`config.mk`:
```
export PLATFORM = sky130hd
export DESIGN_NAME = page_frame_bitmap_allocator
export DESIGN_NICKNAME = d
export VERILOG_FILES = /design/src/rtl/pfba_pkg.sv /design/src/rtl/pfba_ram.sv /design/src/rtl/page_frame_bitmap_allocator.sv
export SDC_FILE = /design/constraint.sdc
export NUM_CORES = 2
export LEC_CHECK = 0
export BUFFER_PORTS_ARGS = -buffer_cell sky130_fd_sc_hd__buf_2
export CAP_MARGIN = 20
export CORE_ASPECT_RATIO = 1.5
export CORE_MARGIN = 2
export CORE_UTILIZATION = 25
export CTS_CLUSTER_DIAMETER = 200
export DETAILED_ROUTE_END_ITERATION = 16
export GPL_TIMING_DRIVEN = 0
export SETUP_SLACK_MARGIN = 0.3
export SKIP_LAST_GASP = 1
export SLEW_MARGIN = 30
export SYNTH_ARGS = -nofsm -noshare
export SYNTH_HDL_FRONTEND = slang
export SYNTH_SLANG_ARGS = --single-unit
export TNS_END_PERCENT = 1
```
`constraint.sdc`:
```
create_clock -name i_clk -period 13.35 [get_ports i_clk]
set_clock_uncertainty 0.05 [all_clocks]
set_input_delay 4.005 -clock i_clk [delete_from_list [all_inputs] [get_ports i_clk]]
set_output_delay 4.005 -clock i_clk [all_outputs]
set_load 0.005 [all_outputs]
```
`src/rtl/pfba_pkg.sv`:
```
package pfba_pkg;

    localparam int PFBA_NUM_FRAMES = 1024;
    localparam int WORD_BITS       = 32;
    localparam int PAGE_W          = 10;
    localparam int COUNT_W         = 11;

    localparam logic [1:0] OP_MARK  = 2'd0;
    localparam logic [1:0] OP_FREE  = 2'd1;
    localparam logic [1:0] OP_ALLOC = 2'd2;

    localparam logic [1:0] ST_OK    = 2'd0;
    localparam logic [1:0] ST_RANGE = 2'd1;
    localparam logic [1:0] ST_NOMEM = 2'd2;

    typedef struct packed {
        logic [1:0]        opcode;
        logic [PAGE_W-1:0] page;
    } t_req;

    typedef struct packed {
        logic [1:0]         status;
        logic [PAGE_W-1:0]  page_out;
        logic [COUNT_W-1:0] used_count;
    } t_rsp;

    // Position of the most significant set bit, counted from the MSB.
    function automatic logic [4:0] first_free(input logic [WORD_BITS-1:0] avail);
        logic [4:0] idx;
        idx = '0;
        for (int i = 0; i < WORD_BITS; i++) begin
            if (avail[i]) begin
                idx = 5'(WORD_BITS - 1 - i);
            end
        end
        return idx;
    endfunction

endpackage

```
`src/rtl/pfba_ram.sv`:
```
module pfba_ram #(
    parameter int WIDTH = 32,
    parameter int DEPTH = 32,
    localparam int AW = (DEPTH > 1) ? $clog2(DEPTH) : 1
) (
    input  logic             i_clk,
    input  logic             i_we,
    input  logic [AW-1:0]    i_waddr,
    input  logic [WIDTH-1:0] i_wdata,
    input  logic [AW-1:0]    i_raddr,
    output logic [WIDTH-1:0] o_rdata
);

    logic [WIDTH-1:0] r_mem [DEPTH];
    logic [WIDTH-1:0] r_rdata;

    always_ff @(posedge i_clk) begin
        if (i_we) begin
            r_mem[i_waddr] <= i_wdata;
        end
        r_rdata <= r_mem[i_raddr];
    end

    assign o_rdata = r_rdata;

endmodule

```
`src/rtl/page_frame_bitmap_allocator.sv`:
```
// Out of range and unused opcodes go from the idle state straight to the done state,
//   mark and free pass through the modify state first, and allocate scans the bitmap.
// The scan reads one 32-bit word per cycle, set by the bitmap RAM's single read port;
//   a new item is taken only in the idle state, after the last result is registered.
// Reset: synchronous, active low; count, frame total (1024) and handshakes clear at
//   once, per-word valid flags make the whole bitmap read as free with no clear pass.
module page_frame_bitmap_allocator #(
    parameter int NUM_FRAMES = pfba_pkg::PFBA_NUM_FRAMES
) (
    input  logic                              i_clk,
    input  logic                              i_rst_n,
    input  logic                              i_in_valid,
    output logic                              o_in_ready,
    input  pfba_pkg::t_req                    i_in_item,
    output logic                              o_out_valid,
    input  logic                              i_out_ready,
    output pfba_pkg::t_rsp                    o_out_item,
    input  logic                              i_cfg_we,
    input  logic [pfba_pkg::COUNT_W-1:0]      i_cfg_data
);

    import pfba_pkg::*;

    // Words of the bitmap; no item can reach beyond the 2047th frame, so cap at 64 words.
    localparam int WORDS_FULL = (NUM_FRAMES + WORD_BITS - 1) / WORD_BITS;
    localparam int DEPTH      = (WORDS_FULL > 64) ? 64 : WORDS_FULL;
    localparam int AW         = (DEPTH > 1) ? $clog2(DEPTH) : 1;
    localparam logic [COUNT_W-1:0] FRAME_CAP =
        COUNT_W'((NUM_FRAMES > 2047) ? 2047 : NUM_FRAMES);

    localparam logic [1:0] S_IDLE = 2'd0;
    localparam logic [1:0] S_MOD  = 2'd1;
    localparam logic [1:0] S_SCAN = 2'd2;
    localparam logic [1:0] S_DONE = 2'd3;

    localparam logic [WORD_BITS-1:0] ONES    = '1;
    localparam logic [WORD_BITS-1:0] TOP_BIT = {1'b1, {(WORD_BITS-1){1'b0}}};

    logic [1:0]           r_state, n_state;
    logic [COUNT_W-1:0]   r_total;
    logic [COUNT_W-1:0]   r_count, n_count;
    logic [1:0]           r_op, n_op;
    logic [PAGE_W-1:0]    r_page, n_page;
    logic [AW-1:0]        r_word, n_word;
    logic [AW-1:0]        r_last, n_last;
    logic [1:0]           r_status, n_status;
    logic [PAGE_W-1:0]    r_found, n_found;
    logic [DEPTH-1:0]     r_valid, n_valid;
    logic [AW-1:0]        r_raddr;
    logic                 r_out_valid, n_out_valid;
    t_rsp                 r_out, n_out;

    logic [COUNT_W-1:0]   limit;
    logic [COUNT_W-1:0]   limit_m1;
    logic [AW-1:0]        rd_addr;
    logic [WORD_BITS-1:0] ram_rdata;
    logic [WORD_BITS-1:0] word;
    logic                 wr_en;
    logic [AW-1:0]        wr_addr;
    logic [WORD_BITS-1:0] wr_data;
    logic [WORD_BITS-1:0] page_mask;
    logic [WORD_BITS-1:0] range_mask;
    logic [WORD_BITS-1:0] avail;
    logic [4:0]           free_idx;

    // Effective frame total: clamp the register to what the bitmap holds.
    assign limit    = (r_total > FRAME_CAP) ? FRAME_CAP : r_total;
    assign limit_m1 = limit - COUNT_W'(1);

    pfba_ram #(
        .WIDTH (WORD_BITS),
        .DEPTH (DEPTH)
    ) u_ram (
        .i_clk   (i_clk),
        .i_we    (wr_en),
        .i_waddr (wr_addr),
        .i_wdata (wr_data),
        .i_raddr (rd_addr),
        .o_rdata (ram_rdata)
    );

    // A word never written since reset reads as all free.
    assign word = r_valid[r_raddr] ? ram_rdata : '0;

    assign page_mask = TOP_BIT >> r_page[4:0];

    // In the last word, treat frames at or past the limit as taken.
    always_comb begin
        range_mask = ONES;
        if (r_word == r_last && limit[4:0] != 5'd0) begin
            range_mask = ~(ONES >> limit[4:0]);
        end
    end

    assign avail    = ~word & range_mask;
    assign free_idx = first_free(avail);

    assign o_in_ready  = (r_state == S_IDLE);
    assign o_out_valid = r_out_valid;
    assign o_out_item  = r_out;

    always_comb begin
        n_state     = r_state;
        n_count     = r_count;
        n_op        = r_op;
        n_page      = r_page;
        n_word      = r_word;
        n_last      = r_last;
        n_status    = r_status;
        n_found     = r_found;
        n_valid     = r_valid;
        n_out_valid = r_out_valid;
        n_out       = r_out;
        rd_addr     = r_word;
        wr_en       = 1'b0;
        wr_addr     = r_word;
        wr_data     = word;

        // Drop the result once the sink takes it.
        if (r_out_valid && i_out_ready) begin
            n_out_valid = 1'b0;
        end

        case (r_state)
            S_IDLE: begin
                rd_addr = AW'(i_in_item.page >> 5);
                if (i_in_valid) begin
                    n_op     = i_in_item.opcode;
                    n_page   = i_in_item.page;
                    n_status = ST_OK;
                    n_found  = '0;
                    n_word   = '0;
                    n_last   = AW'(limit_m1 >> 5);
                    case (i_in_item.opcode)
                        OP_MARK, OP_FREE: begin
                            if ({1'b0, i_in_item.page} >= limit) begin
                                n_status = ST_RANGE;
                                n_state  = S_DONE;
                            end else begin
                                n_word  = AW'(i_in_item.page >> 5);
                                n_state = S_MOD;
                            end
                        end
                        OP_ALLOC: begin
                            rd_addr = '0;
                            if (limit == '0) begin
                                n_status = ST_NOMEM;
                                n_state  = S_DONE;
                            end else begin
                                n_state = S_SCAN;
                            end
                        end
                        default: begin
                            n_state = S_DONE;
                        end
                    endcase
                end
            end
            S_MOD: begin
                wr_en            = 1'b1;
                n_valid[r_word]  = 1'b1;
                if (r_op == OP_MARK) begin
                    wr_data = word | page_mask;
                    if (r_count < FRAME_CAP) begin
                        n_count = r_count + COUNT_W'(1);
                    end
                end else begin
                    wr_data = word & ~page_mask;
                    if (r_count != '0) begin
                        n_count = r_count - COUNT_W'(1);
                    end
                end
                n_state = S_DONE;
            end
            S_SCAN: begin
                // Advance the read one word ahead while this word is checked.
                rd_addr = r_word + AW'(1);
                if (avail != '0) begin
                    wr_en           = 1'b1;
                    wr_data         = word | (TOP_BIT >> free_idx);
                    n_valid[r_word] = 1'b1;
                    n_found         = PAGE_W'({r_word, free_idx});
                    if (r_count < FRAME_CAP) begin
                        n_count = r_count + COUNT_W'(1);
                    end
                    n_state = S_DONE;
                end else if (r_word == r_last) begin
                    n_status = ST_NOMEM;
                    n_state  = S_DONE;
                end else begin
                    n_word = r_word + AW'(1);
                end
            end
            S_DONE: begin
                // Hold until the output register is free.
                if (!r_out_valid || i_out_ready) begin
                    n_out_valid      = 1'b1;
                    n_out.status     = r_status;
                    n_out.page_out   = r_found;
                    n_out.used_count = r_count;
                    n_state          = S_IDLE;
                end
            end
            default: begin
                n_state = S_IDLE;
            end
        endcase
    end

    always_ff @(posedge i_clk) begin
        if (!i_rst_n) begin
            r_state     <= S_IDLE;
            r_total     <= COUNT_W'(1024);
            r_count     <= '0;
            r_valid     <= '0;
            r_out_valid <= 1'b0;
        end else begin
            r_state     <= n_state;
            r_count     <= n_count;
            r_valid     <= n_valid;
            r_out_valid <= n_out_valid;
            if (i_cfg_we) begin
                r_total <= i_cfg_data;
            end
        end
    end

    always_ff @(posedge i_clk) begin
        r_op     <= n_op;
        r_page   <= n_page;
        r_word   <= n_word;
        r_last   <= n_last;
        r_status <= n_status;
        r_found  <= n_found;
        r_out    <= n_out;
        r_raddr  <= rd_addr;
    end

endmodule

```
Word-level counts from Yosys, hierarchy flattened
Memory sizes are Yosys's and may differ from the RTL's. A register that Yosys moved wholly into a read port is not among the register bits. Cells that the tools add are included.

Flip-flop bits (word level): 114. Memories: 1. Bits in writable memories: 1024. Word-level logic and storage cells: 157. Input port bits: 28. Output and inout port bits: 25.

Add/subtract/negate cells: 4. $lt $le $gt $ge: 6. Equality and inequality tests: 14. Multiplexer cells: 83. Reductions and logical operators: 23. Shift operators: 3. Bitwise gates (word level): 8.

Memories: u_ram.r_mem (depth 32, width 32, rd ports 1, clocked after Yosys merged registers in 1, write ports 1, line pfba_ram.sv:14) `logic [WIDTH-1:0] r_mem [DEPTH];`.

Operator list (number): $mux W5 (39); $mux W32 (5); $pmux W32 S2 (2); $not A32 Y32 (3); $or A32 B32 Y32 (3); $shr A32 B5 Y32 const A (3); $and A32 B32 Y32 (2); $mux W11 (5); $reduce_bool A32 Y1 (1); $pmux W11 S2 (1); $mux W10 (2); $pmux W10 S2 (1); $pmux W5 S2 (2); $mux W2 (9); $lt A5 B6 Y1 const B (2); $ne A2 B2 Y1 const B (6); $pmux W2 S2 (3); $add A11 B1 Y11 const B (1); $ge A10 B11 Y1 (1); $gt A11 B11 Y1 const B (1); $logic_not A11 Y1 (1); $lt A11 B11 Y1 const B (1); $reduce_bool A11 Y1 (1); $sub A11 B1 Y11 const B (1); 22 further kinds (45).

Logic depth before layout (Yosys ltp)
Depth after elaboration: 42. Depth in mapped cells: 17. Gate-level depth less buffers: 13.

Modules after synthesis
A second synthesis with hierarchy kept.

Cells, all modules: 3234. Area total of the unflattened synthesis: 48630.4 µm².

By module, submodules not included: pfba_ram (cells an instance 2260, area each 40492.6 µm², seq. area each 31390.1 µm², times used 1); page_frame_bitmap_allocator (cells an instance 974, area each 8137.8 µm², seq. area each 2802.7 µm², times used 1).

Least setup slack after synthesis
OpenSTA, ideal clock, no wires.

Path kind: input port to flip-flop. Start: input port i_in_item[11] (netlist name). End: register u_ram.r_rdata[0] (netlist: u_ram.o_rdata[0]), read port of u_ram.r_mem. Data required time: 13.213 ns. Stages on the path: 14. Slack: 6.977 ns. Buffers on the path: 3. Setup time: 0.087 ns. Arrival: 6.236 ns. Path through: nor2b_1 a21boi_0 a221oi_1 clkbuf_1 inv_2 buf_2 clkbuf_1 nand2_1 and3_1 a311oi_1 a31oi_1 a21oi_1 nand2_1 o31ai_1.

Cells in the longest elaborated chain, start to end: 4.

RTL lines: start: declaration (line page_frame_bitmap_allocator.sv:14) `input pfba_pkg::t_req i_in_item,`; $eq A2 B2 Y1 (line page_frame_bitmap_allocator.sv:134) `case (i_in_item.opcode)`; $mux W5 (line page_frame_bitmap_allocator.sv:134); $mux W5 (line page_frame_bitmap_allocator.sv:127) `if (i_in_valid) begin`; $pmux W5 S2 (line page_frame_bitmap_allocator.sv:124) `case (r_state)`; end: declaration (line pfba_ram.sv:15) `logic [WIDTH-1:0] r_rdata;`.

No other way between the ends. A chain may end at the register's enable or synchronous reset.

Worst setup path in the final report
Start: input port i_in_item[11] (netlist name). End: register u_ram.r_rdata[14] (netlist: u_ram.o_rdata[14]), read port of u_ram.r_mem.

Same word-level chain as after synthesis.

==> impl_metrics.json <==
{
  "synth_sequential_area_ratio_pct": 69.7,
  "post_cts_resized": 0,
  "critical-path-top-cell-by-count": "buf_2",
  "placement_rows": 199,
  "instances_no_fill": 7009,
  "worstPathBufferInverterCount": 5,
  "synth_async_sr_flop_share_pct": 0,
  "netlist_instances": 4041,
  "tritoncts_clock_tree": "yes",
  "cpPeakStageDelay_ns": 0.75,
  "io_buffers": 52,
  "timing_hold_violations_final": 0,
  "fin_nets": 4348,
  "cp_slowest_cell": "a221oi_1",
  "grt_max_degree": 24,
  "max-slew-margin-rel_pct": 29.9,
  "tns_ns": 0,
  "layout-area-overhead-vs-synth_pct": 19.7,
  "largest_delay_contributor_family_on_the_critical_path": "compound AO/OA/AOI/OAI gates",
  "path_cells": "buf_2, nor2b_1, a21boi_0, a221oi_1, clkbuf_2, buf_2, buf_2, clkbuf_1, nand2_1, a311oi_1, a31oi_1, a21oi_1, nand2_1, o31ai_1",
  "r2r_path_end": "u_ram.o_rdata[14]",
  "arrival_ns": 9.18,
  "postRouteWirelength_um": 166000,
  "yosys.area.top_type_share_pct": 65.9,
  "postCtsHoldBufs": 0,
  "req_time_crit_path_ns": 13.96,
  "synth_edf_count": 1076,
  "first_pass_iters": 6,
  "crit-reg2reg-launch": "r_state[0]",
  "cp.depth": 14,
  "final.period_utilization_pct": 64.2,
  "synth_nets": 4089,
  "finalWorstPathRequiredPeriod_ns": 8.57,
  "hold_path.class": "reg2reg",
  "crit_start": "i_in_item[11]",
  "design.die.area_mm2": 0.200,
  "die_w_um": 366,
  "cts_buffers": 107,
  "core_mm2": 0.195,
  "max_cap_violations": 0,
  "run_status": "finished, final reports clean",
  "fill_cells": 19600,
  "finalSetupViolCount": 0,
  "crit_end": "u_ram.o_rdata[14]",
  "cts_root_buffer": "clkbuf_16",
  "rsz_0062_raised_after_global_routing": "false",
  "avgRoutedWirePerCell_um": 23.7,
  "startpoint_type": "input pin",
  "chipHeight_um": 547,
  "timing.reg2reg.setup_slack_ns": 7.51,
  "drive_gt1_share_pct": 10.2,
  "h-tree-depth": 3,
  "clock_sinks": 1170,
  "synth_ff_type": "edfxtp_1",
  "post-route-util_pct": 30.0,
  "ratio_of_routed_vias_to_standard_cells": 4.99,
  "achievable-frequency_ghz": 0.117,
  "timing.final.max_slew_violations": 0,
  "worst-slew-pin-transition_ns": 1.04,
  "number_of_global_route_vias_before_repair": 34600,
  "placed_cell_area_mm2": 0.0553,
  "post-route-drc-count": 0,
  "synth_top_cells_by_area": "edfxtp_1, nand2_1, a311oi_1",
  "timing.critical_path.fanout_max": 10,
  "synth_area_per_cell_um2": 12.1,
  "worst_setup_hold_path_clk_slew_ns": 0.06,
  "post_synth_most_frequent_cells": "nand2_1, edfxtp_1, nand3_1, clkbuf_1, a311oi_1",
  "dpl.hpwl_um": 121000,
  "place_congestion": 0.945,
  "worst_r2r_path_depth": 16,
  "post-synth-top-area-cell": "edfxtp_1",
  "design.portCount": 53,
  "via_count": 35000,
  "grt-ovfl-total": 0,
  "clock_tree.buffer_depth": 3,
  "crit_path_end_kind": "register",
  "clk-insertion-delay-late_ns": 0.75,
  "synth_warn": 0,
  "yosys.cell_types.count": 87,
  "hold_path.startpoint": "r_found[1]",
  "synth.ff_latch_count": 1170,
  "grt_antenna_before_repair": 7,
  "critPathKind": "in2reg",
  "gr-usage-all-layers_pct": 16.2,
  "place_inst": 6804,
  "netlist_area_mm2": 0.0491,
  "synthMostInstantiatedCell": "nand2_1",
  "start_util_pct": 25.1,
  "fin_area_mm2": 0.0587,
  "drtIter0Drc": 3660,
  "wire_length_of_the_first_global_routing_pass_um": 237000,
  "postCtsSetupRepairBufs": 0,
  "antenna_left": 0
}
per-layer routing:
metal | vias up | track usage (%) | routed length, µm
met5 | - | 0 | 9
met4 | 2 | 13.8 | 16200
met3 | 500 | 2.50 | 10800
met2 | 1612 | 27.7 | 81500
met1 | 17300 | 17.4 | 57500
li1 | 15600 | - | -
worst register-to-register path, delay by kind of cell, from the launching register on:
family / cells / cell delay (ns)
buf+inv: 7 / 2.58
fa+ha+maj: 1 / 0.20
compound gates: 5 / 2.22
flops: 1 / 0.38
simple gates: 3 / 0.30
flip-flops by register name (all words and copies together), names as in the netlist, 5 cells and up:
signal and cells:
o_out_item 23, r_count 11, r_found 10, r_last 5, r_page 5, r_raddr 5
r_total 11, r_valid 32, r_word 5, u_ram.o_rdata 32, u_ram.r_mem 1024
worst min-delay path by stage:
stage / endpoint / slack (ns) / cells past startpoint
6_report: o_out_item[12] / 0.37 / 0
5_1_grt: o_out_item[14] / 0.38 / 0
4_1_cts: o_out_item[22] / 0.37 / 0
3_5_place_dp: o_out_item[22] / 0.36 / 0
3_3_place_gp: o_out_item[19] / 0.35 / 0
2_1_floorplan: o_out_item[11] / 0.35 / 0
kinds of logic (layout without fill, tap and decap cells):
family,Yosys count,after routing,share of synthesized area [%]
AO/OA/AOI/OAI,616,616,9.53
multiplexers,34,34,0.696
flip-flops,1170,1170,69.7
AND/OR/NAND/NOR,1876,1876,16.7
other,0,3,0
buffers and inverters,311,663,2.63
XOR/XNOR,14,14,0.250
adder cells (fa/ha/maj),20,20,0.510
cells in the final DEF, fill, tap and decap left out, types with 18 or more instances in the layout:
cell type,count
a21oi_1,84
a22oi_1,19
a311oi_1,214
a31oi_1,73
and3_1,134
buf_1,18
buf_16,54
buf_2,66
buf_8,21
clkbuf_1,255
clkbuf_16,108
clkinv_1,31
dfxtp_1,94
edfxtp_1,1076
ha_1,20
inv_1,27
mux2i_1,33
nand2_1,1172
nand3_1,279
nor2_1,120
nor2_4,28
nor3_1,18
o21ai_0,38
o21ai_4,23
o31ai_1,37
stage by stage:
| stage | hold WS [ns] | worst slack, ns |
|---|---|---|
| after floorplan | 0.350 | 6.98 |
| after global placement | 0.352 | 2.64 |
| after detailed placement | 0.356 | 3.93 |
| after CTS | 0.372 | 4.70 |
| after global routing | 0.375 | 4.72 |
| final | 0.367 | 4.78 |
area by class of cell:
type | instances | area, µm² | area share [%]
Sequential cell | 1170 | 34200 | 58.2
Tap cell | 2613 | 3270 | 5.57
Clock inverter | 67 | 604 | 1.03
Antenna cell | 3 | 7.51 | 0.0128
Inverter | 30 | 113 | 0.192
Timing Repair Buffer | 150 | 2230 | 3.81
Buffer | 281 | 1190 | 2.03
Multi-Input combinational cell | 2560 | 14300 | 24.3
Clock buffer | 135 | 2800 | 4.78
Power is not shown: default switching activity piles up to over one toggle a cycle in this logic, so the estimate is an artifact.
